`src/design/rth_pkg.sv`:
```
package rth_pkg;

	localparam int CHANNEL_BITS_DEF = 8;

	localparam int HUE_W          = 13;
	localparam int HUE_Q_W        = 10;
	localparam int SECTOR_W       = 3;
	localparam int HUE_NUM_SCALE  = 1920;
	localparam int SECTOR_SPAN    = 960;
	localparam int HUE_FULL       = 5760;

	// hue sectors in units of 60 degrees, d always in [0, C]
	localparam logic [SECTOR_W-1:0] SEC_RED_UP   = 3'd0;
	localparam logic [SECTOR_W-1:0] SEC_GREEN_DN = 3'd1;
	localparam logic [SECTOR_W-1:0] SEC_GREEN_UP = 3'd2;
	localparam logic [SECTOR_W-1:0] SEC_BLUE_DN  = 3'd3;
	localparam logic [SECTOR_W-1:0] SEC_BLUE_UP  = 3'd4;
	localparam logic [SECTOR_W-1:0] SEC_RED_DN   = 3'd5;

	function automatic logic [HUE_W-1:0] sector_base(input logic [SECTOR_W-1:0] sec);
		sector_base = HUE_W'(sec) * HUE_W'(SECTOR_SPAN);
	endfunction

endpackage

```
`src/design/rgb_to_hsv_unit.sv`:
```
// RGB to HSV pixel converter.
// Input stream s_*: one pixel per transfer, tdata holds red, green, blue,
// CHANNEL_BITS each, red in the lowest bits. Output stream m_*: one result
// per pixel, tdata holds hue (13 bits, 1/16 degree), saturation and
// brightness (CHANNEL_BITS each), hue in the lowest bits.
// Throughput: one pixel per cycle, sustained while the receiver holds m_tready high.
// Pipeline: max(10, CHANNEL_BITS) + 3 register stages, in order: min/max
// and sector, dividend setup, one restoring division stage per quotient
// bit (hue and saturation divided side by side), output stage.
// Each stage holds its data while the next one is full, so a stalled
// receiver fills the bubbles first; s_tready drops only once every stage
// from the output back to the input holds a pixel. Nothing is lost or
// repeated across a stall.
// Reset clears all stage valid bits; the pipeline comes up empty and
// s_tready is high.
module rgb_to_hsv_unit #(
	parameter int CHANNEL_BITS = rth_pkg::CHANNEL_BITS_DEF
) (
	input  logic                                                clk,
	input  logic                                                arst_n,
	input  logic                                                s_tvalid,
	output logic                                                s_tready,
	// red, green, blue
	input  logic [((3*CHANNEL_BITS+7)/8)*8-1:0]                 s_tdata,
	output logic                                                m_tvalid,
	input  logic                                                m_tready,
	// hue, saturation, brightness
	output logic [((rth_pkg::HUE_W+2*CHANNEL_BITS+7)/8)*8-1:0] m_tdata
);

	localparam int CB     = CHANNEL_BITS;
	localparam int OUT_W  = ((rth_pkg::HUE_W + 2*CB + 7) / 8) * 8;
	localparam int QUO_W  = (CB > rth_pkg::HUE_Q_W) ? CB : rth_pkg::HUE_Q_W;
	localparam int HN_W   = CB + 11;
	localparam int SN_W   = 2*CB + 1;
	localparam int DEN_W  = CB + 1;
	localparam int NS     = QUO_W + 3;
	localparam int HW     = rth_pkg::HUE_W;
	localparam int SW     = rth_pkg::SECTOR_W;

	logic [NS-1:0] vld_q;
	logic [NS-1:0] rdy;

	always_comb begin
		rdy[NS-1] = !vld_q[NS-1] || m_tready;
		for (int k = NS - 2; k >= 0; k--) begin
			rdy[k] = !vld_q[k] || rdy[k+1];
		end
	end

	always_ff @(posedge clk or negedge arst_n) begin
		if (!arst_n) begin
			vld_q <= '0;
		end else begin
			if (rdy[0]) begin
				vld_q[0] <= s_tvalid;
			end
			for (int k = 1; k < NS; k++) begin
				if (rdy[k]) begin
					vld_q[k] <= vld_q[k-1];
				end
			end
		end
	end

	assign s_tready = rdy[0];
	assign m_tvalid = vld_q[NS-1];

	// stage 1: max, min, sector and in-sector difference
	logic [CB-1:0] red, green, blue;
	logic [CB-1:0] mx, mn, dd;
	logic [SW-1:0] sec;

	assign red   = s_tdata[CB-1:0];
	assign green = s_tdata[2*CB-1:CB];
	assign blue  = s_tdata[3*CB-1:2*CB];

	always_comb begin
		mn = red;
		if (green < mn) mn = green;
		if (blue < mn) mn = blue;
		if (red >= green && red >= blue) begin
			mx = red;
			if (green >= blue) begin
				sec = rth_pkg::SEC_RED_UP;
				dd  = green - blue;
			end else begin
				sec = rth_pkg::SEC_RED_DN;
				dd  = red - blue;
			end
		end else if (green >= blue) begin
			mx = green;
			if (blue >= red) begin
				sec = rth_pkg::SEC_GREEN_UP;
				dd  = blue - red;
			end else begin
				sec = rth_pkg::SEC_GREEN_DN;
				dd  = green - red;
			end
		end else begin
			mx = blue;
			if (red >= green) begin
				sec = rth_pkg::SEC_BLUE_UP;
				dd  = red - green;
			end else begin
				sec = rth_pkg::SEC_BLUE_DN;
				dd  = blue - green;
			end
		end
	end

	logic [CB-1:0] mx_s1, c_s1, d_s1;
	logic [SW-1:0] sec_s1;

	always_ff @(posedge clk) begin
		if (rdy[0]) begin
			mx_s1  <= mx;
			c_s1   <= mx - mn;
			d_s1   <= dd;
			sec_s1 <= sec;
		end
	end

	// stage 2: dividends and divisors
	logic [HN_W-1:0]  hnum_s2;
	logic [DEN_W-1:0] hden_s2;
	logic [SN_W-1:0]  snum_s2;
	logic [DEN_W-1:0] sden_s2;
	logic [CB-1:0]    mx_s2;
	logic [SW-1:0]    sec_s2;
	logic             hz_s2, sz_s2;

	always_ff @(posedge clk) begin
		if (rdy[1]) begin
			hnum_s2 <= HN_W'(d_s1) * HN_W'(rth_pkg::HUE_NUM_SCALE) + HN_W'(c_s1);
			hden_s2 <= {c_s1, 1'b0};
			snum_s2 <= (SN_W'(c_s1) << (CB + 1)) - (SN_W'(c_s1) << 1) + SN_W'(mx_s1);
			sden_s2 <= {mx_s1, 1'b0};
			mx_s2   <= mx_s1;
			sec_s2  <= sec_s1;
			hz_s2   <= (c_s1 == '0);
			sz_s2   <= (mx_s1 == '0);
		end
	end

	// division stages
	logic [QUO_W-1:0] hquo, squo;

	rth_div_pipe #(
		.NUM_W(HN_W),
		.DEN_W(DEN_W),
		.QUO_W(QUO_W)
	) u_hue_div (
		.clk(clk),
		.en (rdy[QUO_W+1:2]),
		.num(hnum_s2),
		.den(hden_s2),
		.quo(hquo)
	);

	rth_div_pipe #(
		.NUM_W(SN_W),
		.DEN_W(DEN_W),
		.QUO_W(QUO_W)
	) u_sat_div (
		.clk(clk),
		.en (rdy[QUO_W+1:2]),
		.num(snum_s2),
		.den(sden_s2),
		.quo(squo)
	);

	logic [CB-1:0] mx_s3  [QUO_W];
	logic [SW-1:0] sec_s3 [QUO_W];
	logic          hz_s3  [QUO_W];
	logic          sz_s3  [QUO_W];

	always_ff @(posedge clk) begin
		if (rdy[2]) begin
			mx_s3[0]  <= mx_s2;
			sec_s3[0] <= sec_s2;
			hz_s3[0]  <= hz_s2;
			sz_s3[0]  <= sz_s2;
		end
		for (int k = 1; k < QUO_W; k++) begin
			if (rdy[k+2]) begin
				mx_s3[k]  <= mx_s3[k-1];
				sec_s3[k] <= sec_s3[k-1];
				hz_s3[k]  <= hz_s3[k-1];
				sz_s3[k]  <= sz_s3[k-1];
			end
		end
	end

	// output stage
	logic [HW:0]   hue_sum;
	logic [HW-1:0] hue_s4;
	logic [CB-1:0] sat_s4, val_s4;

	assign hue_sum = (HW+1)'(rth_pkg::sector_base(sec_s3[QUO_W-1]))
		+ (HW+1)'(hquo[rth_pkg::HUE_Q_W-1:0]);

	always_ff @(posedge clk) begin
		if (rdy[NS-1]) begin
			if (hz_s3[QUO_W-1]) begin
				hue_s4 <= '0;
			end else if (hue_sum >= (HW+1)'(rth_pkg::HUE_FULL)) begin
				hue_s4 <= HW'(hue_sum - (HW+1)'(rth_pkg::HUE_FULL));
			end else begin
				hue_s4 <= hue_sum[HW-1:0];
			end
			sat_s4 <= sz_s3[QUO_W-1] ? '0 : squo[CB-1:0];
			val_s4 <= mx_s3[QUO_W-1];
		end
	end

	assign m_tdata = OUT_W'({val_s4, sat_s4, hue_s4});

`ifndef SYNTHESIS
	a_hue_range: assert property (@(posedge clk) disable iff (!arst_n)
		m_tvalid |-> (hue_s4 < HW'(rth_pkg::HUE_FULL)))
		else $error("hue out of range");

	a_black: assert property (@(posedge clk) disable iff (!arst_n)
		(m_tvalid && val_s4 == '0) |-> (sat_s4 == '0 && hue_s4 == '0))
		else $error("black pixel with nonzero hue or saturation");

	a_room: assert property (@(posedge clk) disable iff (!arst_n)
		!m_tvalid |-> s_tready)
		else $error("input stalled with empty output stage");

	a_enter: assert property (@(posedge clk) disable iff (!arst_n)
		(s_tvalid && s_tready) |=> vld_q[0])
		else $error("accepted pixel not in first stage");
`endif

endmodule

```
`src/design/rth_div_pipe.sv`:
```
module rth_div_pipe #(
	parameter int NUM_W = 19,
	parameter int DEN_W = 9,
	parameter int QUO_W = 10
) (
	input  logic             clk,
	input  logic [QUO_W-1:0] en,
	input  logic [NUM_W-1:0] num,
	input  logic [DEN_W-1:0] den,
	output logic [QUO_W-1:0] quo
);

	localparam int RW = DEN_W + QUO_W;

	logic [RW-1:0]    rem_s3 [QUO_W-1];
	logic [DEN_W-1:0] den_s3 [QUO_W-1];
	logic [QUO_W-1:0] quo_s3 [QUO_W];

	genvar j;
	generate
		for (j = 0; j < QUO_W; j++) begin : g_step
			logic [RW-1:0]    rin;
			logic [DEN_W-1:0] din;
			logic [QUO_W-1:0] qin;
			logic [RW-1:0]    shd;
			logic             ge;

			if (j == 0) begin : g_first
				assign rin = RW'(num);
				assign din = den;
				assign qin = '0;
			end else begin : g_next
				assign rin = rem_s3[j-1];
				assign din = den_s3[j-1];
				assign qin = quo_s3[j-1];
			end

			assign shd = RW'(din) << (QUO_W - 1 - j);
			assign ge  = (rin >= shd);

			always_ff @(posedge clk) begin
				if (en[j]) begin
					quo_s3[j] <= {qin[QUO_W-2:0], ge};
				end
			end

			if (j < QUO_W - 1) begin : g_rem
				always_ff @(posedge clk) begin
					if (en[j]) begin
						rem_s3[j] <= ge ? (rin - shd) : rin;
						den_s3[j] <= din;
					end
				end
			end
		end
	endgenerate

	assign quo = quo_s3[QUO_W-1];

endmodule

```
`config.mk`:
```
export PLATFORM = sky130hd
export DESIGN_NAME = rgb_to_hsv_unit
export DESIGN_NICKNAME = d
export VERILOG_FILES = /design/src/design/rth_pkg.sv /design/src/design/rgb_to_hsv_unit.sv /design/src/design/rth_div_pipe.sv
export SDC_FILE = /design/constraint.sdc
export NUM_CORES = 1
export LEC_CHECK = 0
export BUFFER_PORTS_ARGS = -buffer_cell sky130_fd_sc_hd__buf_2
export CORE_UTILIZATION = 55
export DETAILED_ROUTE_END_ITERATION = 10
export PLACE_DENSITY_LB_ADDON = 0.3
export SLEW_MARGIN = 25
export SYNTH_ARGS = -nofsm -noshare
export SYNTH_HDL_FRONTEND = slang
export SYNTH_SLANG_ARGS = --single-unit
export TNS_END_PERCENT = 100
```
`constraint.sdc`:
```
create_clock -name clk -period 36.5 [get_ports clk]
set_input_delay 9.125 -clock clk [delete_from_list [all_inputs] [get_ports clk]]
set_output_delay 9.125 -clock clk [all_outputs]
set_load 0.03 [all_outputs]
```
==> out/qor.txt, run 1 <==
leading cell type by number of instances after synthesis -> sky130_fd_sc_hd__edfxtp_1
result of the run -> completed
Antenna Cells -> 0
placed standard-cell area -> 0.0376 mm²
CTS buffer count -> 73
vias in the first global route -> 22.7k
fraction of the yosys area taken by sequential cells -> 0.573
Post-CTS Hold Fix Bufs -> 0
final WL -> 66.3 mm
Worst Setup End Kind -> output pin
Switching Share -> 0.369
vias per cell -> 5.64
setup violators final -> 0
share of flip-flops with an asynchronous set or reset -> 0.0187
area grow syn2layout -> 10.2%
syn avg cell area -> 12.2 µm²
Final #Nets -> 3409
worst setup slack before clock tree synthesis -> 14.36 ns
pwr/cell area -> 104 mW/mm²
WL/cell -> 16.6 µm
beginning of the worst hold path -> sec_s3[8][2]
final total negative setup slack -> 0 ns
number of maximum-capacitance constraint violations -> 0
first-pass detailed-route iteration total -> 5
netlist area before placement -> 0.0363 mm²
count of flip-flops with a built-in enable after synthesis -> 683
Die Y -> 259 µm
headroom to the max-slew limit -> 0.368
clock sinks -> 696
wire length of the first global-routing pass -> 110 mm
transition time at the pin with the least slew margin -> 0.944 ns
synthesized instance count -> 2987
antenna violations before repair -> 0
leakage power -> 16.0 nW
internal power consumption -> 2.62 mW
combinational family with the most area after synthesis -> simple AND/OR/NAND/NOR gates
DRC Markers -> 0
horizontal die dimension -> 259 µm
Final Slew Violations -> 0
total setup buffers inserted after CTS -> 0
combinational share of power -> 0.437
count of non-filler cells in the finished layout -> 3997
Clock Latency Late Sink -> 0.61 ns
num ports -> 62
maximum clock rate -> 0.0452 GHz
worst setup path startpoint -> m_tready
post-synthesis mux area share -> 0.0161
parity-gate share of the synthesized area counting xor and xnor cells -> 0.0513
Placement Rows -> 93
routability congestion estimate -> 0.922
Cell variety after synth -> 81
flops & latches, synth -> 696
vias after detailed routing -> 22.5k
CP Class -> input pin to output pin
clock-pin slew reported for the worst setup and hold paths after clock tree synthesis -> 0.06 ns
portion of synthesized cell area occupied by the leading cell type -> 0.564
maximum clock insertion buffer count -> 3
most frequent cells after synthesis -> sky130_fd_sc_hd__edfxtp_1 (683), sky130_fd_sc_hd__inv_1 (286), sky130_fd_sc_hd__ha_1 (254), sky130_fd_sc_hd__nor2_1 (206), sky130_fd_sc_hd__o21ai_0 (193)
Port Buf Inserts -> 58
GRT Total Usage -> 0.201
share of total power in sequential cells -> 0.388
die outline area -> 0.0671 mm²
post-CTS resize count -> 0
worst min-delay path class -> register to register
top_reg_cell synth -> sky130_fd_sc_hd__edfxtp_1
cell taking the most area after synthesis -> sky130_fd_sc_hd__edfxtp_1
clock network power share -> 0.175
starting utilization of the core area -> 0.561
Post-Synth Simple-Gate Area -> 0.111
fin worst setup slack -> 14.39 ns
Yosys Warn Count -> 0
Switch Pwr -> 1.53 mW
setup clock skew after layout -> 0.0172 ns
count of placed standard cells including taps -> 3865
largest voltage drop on the vdd net -> 0.0000472 V
Data required, critical path -> 27.37 ns
Clock Tree Root -> sky130_fd_sc_hd__clkbuf_16
H-Tree Depth -> 3
critical path startpoint category -> input pin
maximum number of pins on one net before global-route repair -> 74
RSZ-0062 raised after global routing -> no
CTS tree -> done
total power of the final layout -> 4.15 mW
start of the worst register-to-register path -> vld_q[12]
core region area -> 0.0648 mm²
leading cell types by total area after synthesis -> sky130_fd_sc_hd__edfxtp_1 (56%), sky130_fd_sc_hd__ha_1 (8.7%), sky130_fd_sc_hd__inv_1 (3.0%)
signal arrival time at the worst endpoint -> 12.99 ns
total gr overflow -> 0
Post-DRT Antenna Nets -> 0
proportion of layout cells with a drive suffix above 1 -> 0.0808
maximum fanout along the worst path -> 59
number of design-rule violations left by the first detailed-router iteration -> 1546
adder-cell area share of the yosys netlist -> 0.111
placed wire-length estimate after detailed placement -> 50.2 mm
final worst path period need -> 22.11 ns
cell area after layout -> 0.0401 mm²
period utilization -> 0.606
Synth Area in Compound Gates -> 0.102
final count of hold timing violations -> 0
==> power by group through the flow <==
stage	Combinational (mW)	Sequential [mW]	Clock (mW)
after floorplan	1.40	1.56	0
after global placement	1.71	1.61	0
after detailed placement	1.79	1.62	0
after CTS	1.82	1.61	0.744
after global routing	2.04	1.65	0.776
final	1.81	1.61	0.728
==> cells by family (layout without fill, tap and decap cells) <==
kind of cell    after synthesis  in the layout
simple gates                790            790
mux                          55             55
buf+inv                     337            490
compound gates              599            599
fa+ha+maj                   296            296
flops                       696            696
other cells                   1              3
xor+xnor                    213            213
==> worst max-delay path: stages <==
cell and delay [ns]:
sky130_fd_sc_hd__buf_2 0.09, sky130_fd_sc_hd__nand2b_1 0.12, sky130_fd_sc_hd__buf_4 0.25, sky130_fd_sc_hd__nor2_1 0.40, sky130_fd_sc_hd__inv_1 0.12, sky130_fd_sc_hd__nor2_1 0.24, sky130_fd_sc_hd__and2_1 0.25, sky130_fd_sc_hd__nand3_2 0.08
sky130_fd_sc_hd__buf_4 0.34, sky130_fd_sc_hd__nor2_1 0.49, sky130_fd_sc_hd__nand4_1 0.16, sky130_fd_sc_hd__buf_4 0.34, sky130_fd_sc_hd__or2_2 0.63, sky130_fd_sc_hd__buf_2 0.29
==> per-layer routing <==
layer,track usage,part of all wire
met1,0.225,0.39
met3,0.0284,0.038
met5,0,0
met2,0.377,0.53
met4,0.0845,0.036
==> sequential cells by signal, indices dropped and copies added, names as in the netlist, 3 cells and up <==
register and count:
snum_s2 17, vld_q 13, sec_s2 3, c_s1 8
u_sat_div.quo_s3 36, val_s4 8, mx_s1 8, mx_s3 50
sz_s3 10, u_sat_div.den_s3 21, hnum_s2 19, sec_s1 3
u_hue_div.quo_s3 55, sec_s3 30, sat_s4 8, u_hue_div.den_s3 24
hz_s3 10, u_sat_div.rem_s3 171, u_hue_div.rem_s3 171, mx_s2 7
hue_s4 13, d_s1 8
==> metrics by stage <==
stage               hold WS, ns   util
global placement          0.401  0.580
global route              0.415  0.618
floorplan                 0.400      -
CTS                       0.411  0.618
detailed placement        0.405  0.581
finish                    0.416  0.618
==> final timing paths <==
check | slack (ns) | end | depth (start not counted)
worst max register to register | 32.39 | d_s1[7] | 12
min in group asynchronous | 8.44 | vld_q[12] | 1
max in group asynchronous | 27.77 | vld_q[6] | 1
worst min-delay path | 0.42 | sec_s3[9][2] | 0
worst min register to register | 0.42 | sec_s3[9][2] | 0
worst max-delay path | 14.39 | s_tready | 14
==> layout make-up <==
cell class,count,area (µm²)
inverters,286,1070
multi-input cells,1956,14300
flip-flops and latches,696,20800
repair buffers,72,395
well taps,855,1070
fillers,4855,24800
clock inverters,36,453
clock buffers,96,1950
==> placed cells by master (no fill, tap or decap), drive strengths merged, types with 25 or more instances in the layout <==
cell / count
xnor2: 116
a21o: 38
a21oi: 152
nor2: 206
a31oi: 27
nor2b: 86
clkinv: 25
edfxtp: 683
nor3: 60
ha: 254
nand4: 35
fa: 42
nand3: 36
o21ai: 202
clkbuf: 96
mux2i: 26
nor4: 37
nand2: 163
mux2: 29
inv: 288
a21boi: 25
buf: 72
o21a: 35
xor2: 97
o31ai: 30
nand2b: 63
Note: power is estimated with default switching activity, not from simulation.
==> run 2, diff against run 1 <==
--- a/config.mk
+++ b/config.mk
@@ -5,6 +5,7 @@
 export SDC_FILE = /design/constraint.sdc
 export NUM_CORES = 1
 export LEC_CHECK = 0
+export ABC_AREA = 1
 export BUFFER_PORTS_ARGS = -buffer_cell sky130_fd_sc_hd__buf_2
 export CORE_UTILIZATION = 55
 export DETAILED_ROUTE_END_ITERATION = 10
==> constraint.sdc (replaced) <==
create_clock -name clk -period 18.6 [get_ports clk]
set_input_delay 4.65 -clock clk [delete_from_list [all_inputs] [get_ports clk]]
set_output_delay 4.65 -clock clk [all_outputs]
set_load 0.03 [all_outputs]
==> run 2 against run 1 <==
Effect of this change: first-iteration DRC count up 2.3%; combinational power is 100% higher; clock-buffer cell count down 2; clock power rose by 91%; critical endpoint unchanged; non-clock buffer count shrank 5; largest cell class unchanged; area after synthesis grew 2.5%; routed wire length about the same; global-route usage shrank 0.33 points; setup slack worse by 9.8 ns.
==> out/qor.txt, run 2 <==
final total negative setup slack -> 0 ns (unchanged)
Post-CTS Hold Fix Bufs -> 0 (unchanged)
most frequent cells after synthesis -> sky130_fd_sc_hd__edfxtp_1 (683), sky130_fd_sc_hd__inv_1 (523), sky130_fd_sc_hd__nand2_1 (518), sky130_fd_sc_hd__nor2_1 (258), sky130_fd_sc_hd__ha_1 (254)
H-Tree Depth -> 3 (unchanged)
DRC Markers -> 0 (unchanged)
pwr/cell area -> 203 mW/mm² (+96%)
Yosys Warn Count -> 0 (unchanged)
CTS tree -> done
synthesized instance count -> 3470 (+16%)
largest voltage drop on the vdd net -> 0.000109 V (+130%)
most common library cell in the layout ignoring fill and taps -> sky130_fd_sc_hd__edfxtp_1
maximum clock insertion buffer count -> 3 (unchanged)
Post-DRT Antenna Nets -> 0 (unchanged)
routability congestion estimate -> 0.948 (+2.7%)
proportion of layout cells with a drive suffix above 1 -> 0.0829 (+0.00203)
die outline area -> 0.0688 mm² (+2.5%)
WL/cell -> 14.8 µm (-11%)
final WL -> 66.4 mm (about the same)
most used cells in the layout excluding fill and tap cells -> sky130_fd_sc_hd__edfxtp_1 (683), sky130_fd_sc_hd__inv_1 (519), sky130_fd_sc_hd__nand2_1 (516)
ordered cell list for the critical path -> buf_2 > inv_1 > nand2_2 > nor2_4 > nand4_4 > buf_4 > nor2_2 > nand2_2 > buf_4 > nor2_4 > nand2_2 > buf_4 > nor2_2 > nand2_2 > buf_4 > nor2_2 > nand2_1 > buf_4 > buf_2
wire length of the first global-routing pass -> 111 mm (+1.6%)
total power of the final layout -> 8.26 mW (+99%)
crit-path most repeated cell -> sky130_fd_sc_hd__buf_4
total setup buffers inserted after CTS -> 0 (unchanged)
count of non-filler cells in the finished layout -> 4493 (+12%)
Port Buf Inserts -> 58 (unchanged)
CTS buffer count -> 72 (-1.4%)
critical path startpoint category -> input pin
Placement Rows -> 95 (+2.2%)
CP Class -> input pin to output pin
number of maximum-capacitance constraint violations -> 0 (unchanged)
Antenna Cells -> 0 (unchanged)
num ports -> 62 (unchanged)
total gr overflow -> 0 (unchanged)
largest registers ranked by flip-flop count -> u_hue_div.rem_s3 x171, u_sat_div.rem_s3 x171, u_hue_div.quo_s3 x55
setup violators final -> 0 (unchanged)
core occupancy in the finished layout -> 0.607 (-0.0107)
GRT Total Usage -> 0.197 (-0.00326)
portion of synthesized cell area occupied by the leading cell type -> 0.551 (-0.0139)
Die Y -> 262 µm (+1.2%)
setup slack, reg-to-reg -> 13.10 ns (-19.29 ns)
vias in the first global route -> 23.8k (+4.7%)
placed wire-length estimate after detailed placement -> 51.1 mm (+1.8%)
fin worst setup slack -> 4.62 ns (-9.77 ns)
core region area -> 0.0670 mm² (+3.4%)
area grow syn2layout -> 9.28%
syn avg cell area -> 10.7 µm² (-12%)
Clock Tree Root -> sky130_fd_sc_hd__clkbuf_16
RSZ-0062 raised after global routing -> no
number of design-rule violations left by the first detailed-router iteration -> 1582 (+2.3%)
period utilization -> 0.752
result of the run -> completed
delay contributed by the slowest stage of the critical path -> 0.63 ns (about the same)
flops & latches, synth -> 696 (unchanged)
cell taking the most area after synthesis -> sky130_fd_sc_hd__edfxtp_1
maximum clock rate -> 0.0715 GHz
final count of hold timing violations -> 0 (unchanged)
count of placed standard cells including taps -> 4362 (+13%)
post-CTS resize count -> 0 (unchanged)
Worst Setup End Kind -> output pin
setup clock skew after layout -> 0.0185 ns (+0.00134 ns)
final worst path period need -> 13.98 ns
leading cell types by total area after synthesis -> sky130_fd_sc_hd__edfxtp_1 (55%), sky130_fd_sc_hd__ha_1 (8.5%), sky130_fd_sc_hd__inv_1 (5.3%)
leakage power -> 17.4 nW (+8.9%)
clock sinks -> 696 (unchanged)
worst min-delay path class -> register to register
vias per cell -> 5.24 (-7.0%)
Cell variety after synth -> 68 (-16%)
share of flip-flops with an asynchronous set or reset -> 0.0187 (unchanged)
cell with the largest stage delay on the worst path -> sky130_fd_sc_hd__buf_4
starting utilization of the core area -> 0.556 (-0.00493)
top_reg_cell synth -> sky130_fd_sc_hd__edfxtp_1
fraction of the yosys area taken by sequential cells -> 0.559 (-0.0141)
leading cell type by number of instances after synthesis -> sky130_fd_sc_hd__edfxtp_1
Final #Nets -> 3887 (+14%)
maximum number of pins on one net before global-route repair -> 71 (-4.1%)
count of flip-flops with a built-in enable after synthesis -> 683 (unchanged)
vias after detailed routing -> 23.5k (+4.5%)
netlist area before placement -> 0.0373 mm² (+2.5%)
horizontal die dimension -> 262 µm (+1.2%)
maximum fanout along the worst path -> 68 (+15%)
Clock Latency Late Sink -> 0.61 ns (about the same)
clock-pin slew reported for the worst setup and hold paths after clock tree synthesis -> 0.06 ns (about the same)
antenna violations before repair -> 0 (unchanged)
Final Slew Violations -> 0 (unchanged)
signal arrival time at the worst endpoint -> 9.33 ns (-3.66 ns)
Data required, critical path -> 13.95 ns (-13.42 ns)
transition time at the pin with the least slew margin -> 0.929 ns (-0.0150 ns)
worst setup slack before clock tree synthesis -> 4.59 ns (-9.77 ns)
first-pass detailed-route iteration total -> 5 (unchanged)
headroom to the max-slew limit -> 0.381 (+0.0135)
==> run 2: path summary, 6_finish.rpt <==
kind                                    from            to  depth (start not counted)
worst max-delay path                m_tready      s_tready                         19
worst min-delay path            sec_s3[1][1]  sec_s3[2][1]                          0
worst max register to register     vld_q[12]     sec_s2[0]                         16
worst min register to register  sec_s3[1][1]  sec_s3[2][1]                          0
max in group asynchronous             arst_n      vld_q[2]                          1
min in group asynchronous             arst_n     vld_q[12]                          1
==> run 2: kinds of logic (layout without fill, tap and decap cells) <==
| kind of cell | Yosys count | count (layout) | synth area share |
|---|---|---|---|
| compound gates | 589 | 589 | 0.0905 |
| xor+xnor | 219 | 219 | 0.0515 |
| fa+ha+maj | 296 | 296 | 0.108 |
| buf+inv | 583 | 731 | 0.0629 |
| flops | 696 | 696 | 0.559 |
| mux | 1 | 1 | 0.000269 |
| other cells | 1 | 3 | 0.000101 |
| simple gates | 1085 | 1085 | 0.128 |
==> run 2: worst max-delay path, delay by kind of cell <==
| kind | cells | cell delay (ns) |
|---|---|---|
| buf+inv | 8 | 3.03 |
| simple gates | 11 | 1.56 |
==> run 2: layer usage <==
layer	track usage	wire, µm	vias up
li1	-	-	12100
met5	0	0	-
met2	0.381	35800	437
met3	0.0277	2160	160
met4	0.0873	2500	0
met1	0.212	25900	10900
==> run 2: cell type report <==
type                       count  area [µm²]
fill                        5330       26300
sequential                   696       20800
multi-input combinational   2193       14100
inverter                     533        2000
clock buffer                  94        1920
tap                          873        1090
clock inverter                37         384
timing repair buffer          67         358
==> run 2: power breakdown <==
| part | switching, mW | internal, mW |
|---|---|---|
| Combinational | 2.23 | 1.46 |
| Sequential | 0.407 | 2.77 |
| Clock | 0.594 | 0.798 |
| Total | 3.23 | 5.03 |
==> run 2: through the flow <==
step                      hold WS, ns  instance area (µm²)
after floorplan                 0.400                37300
after CTS                       0.412                40700
after detailed placement        0.405                38400
after global placement          0.401                38400
final                           0.406                40700
after global routing            0.414                40700
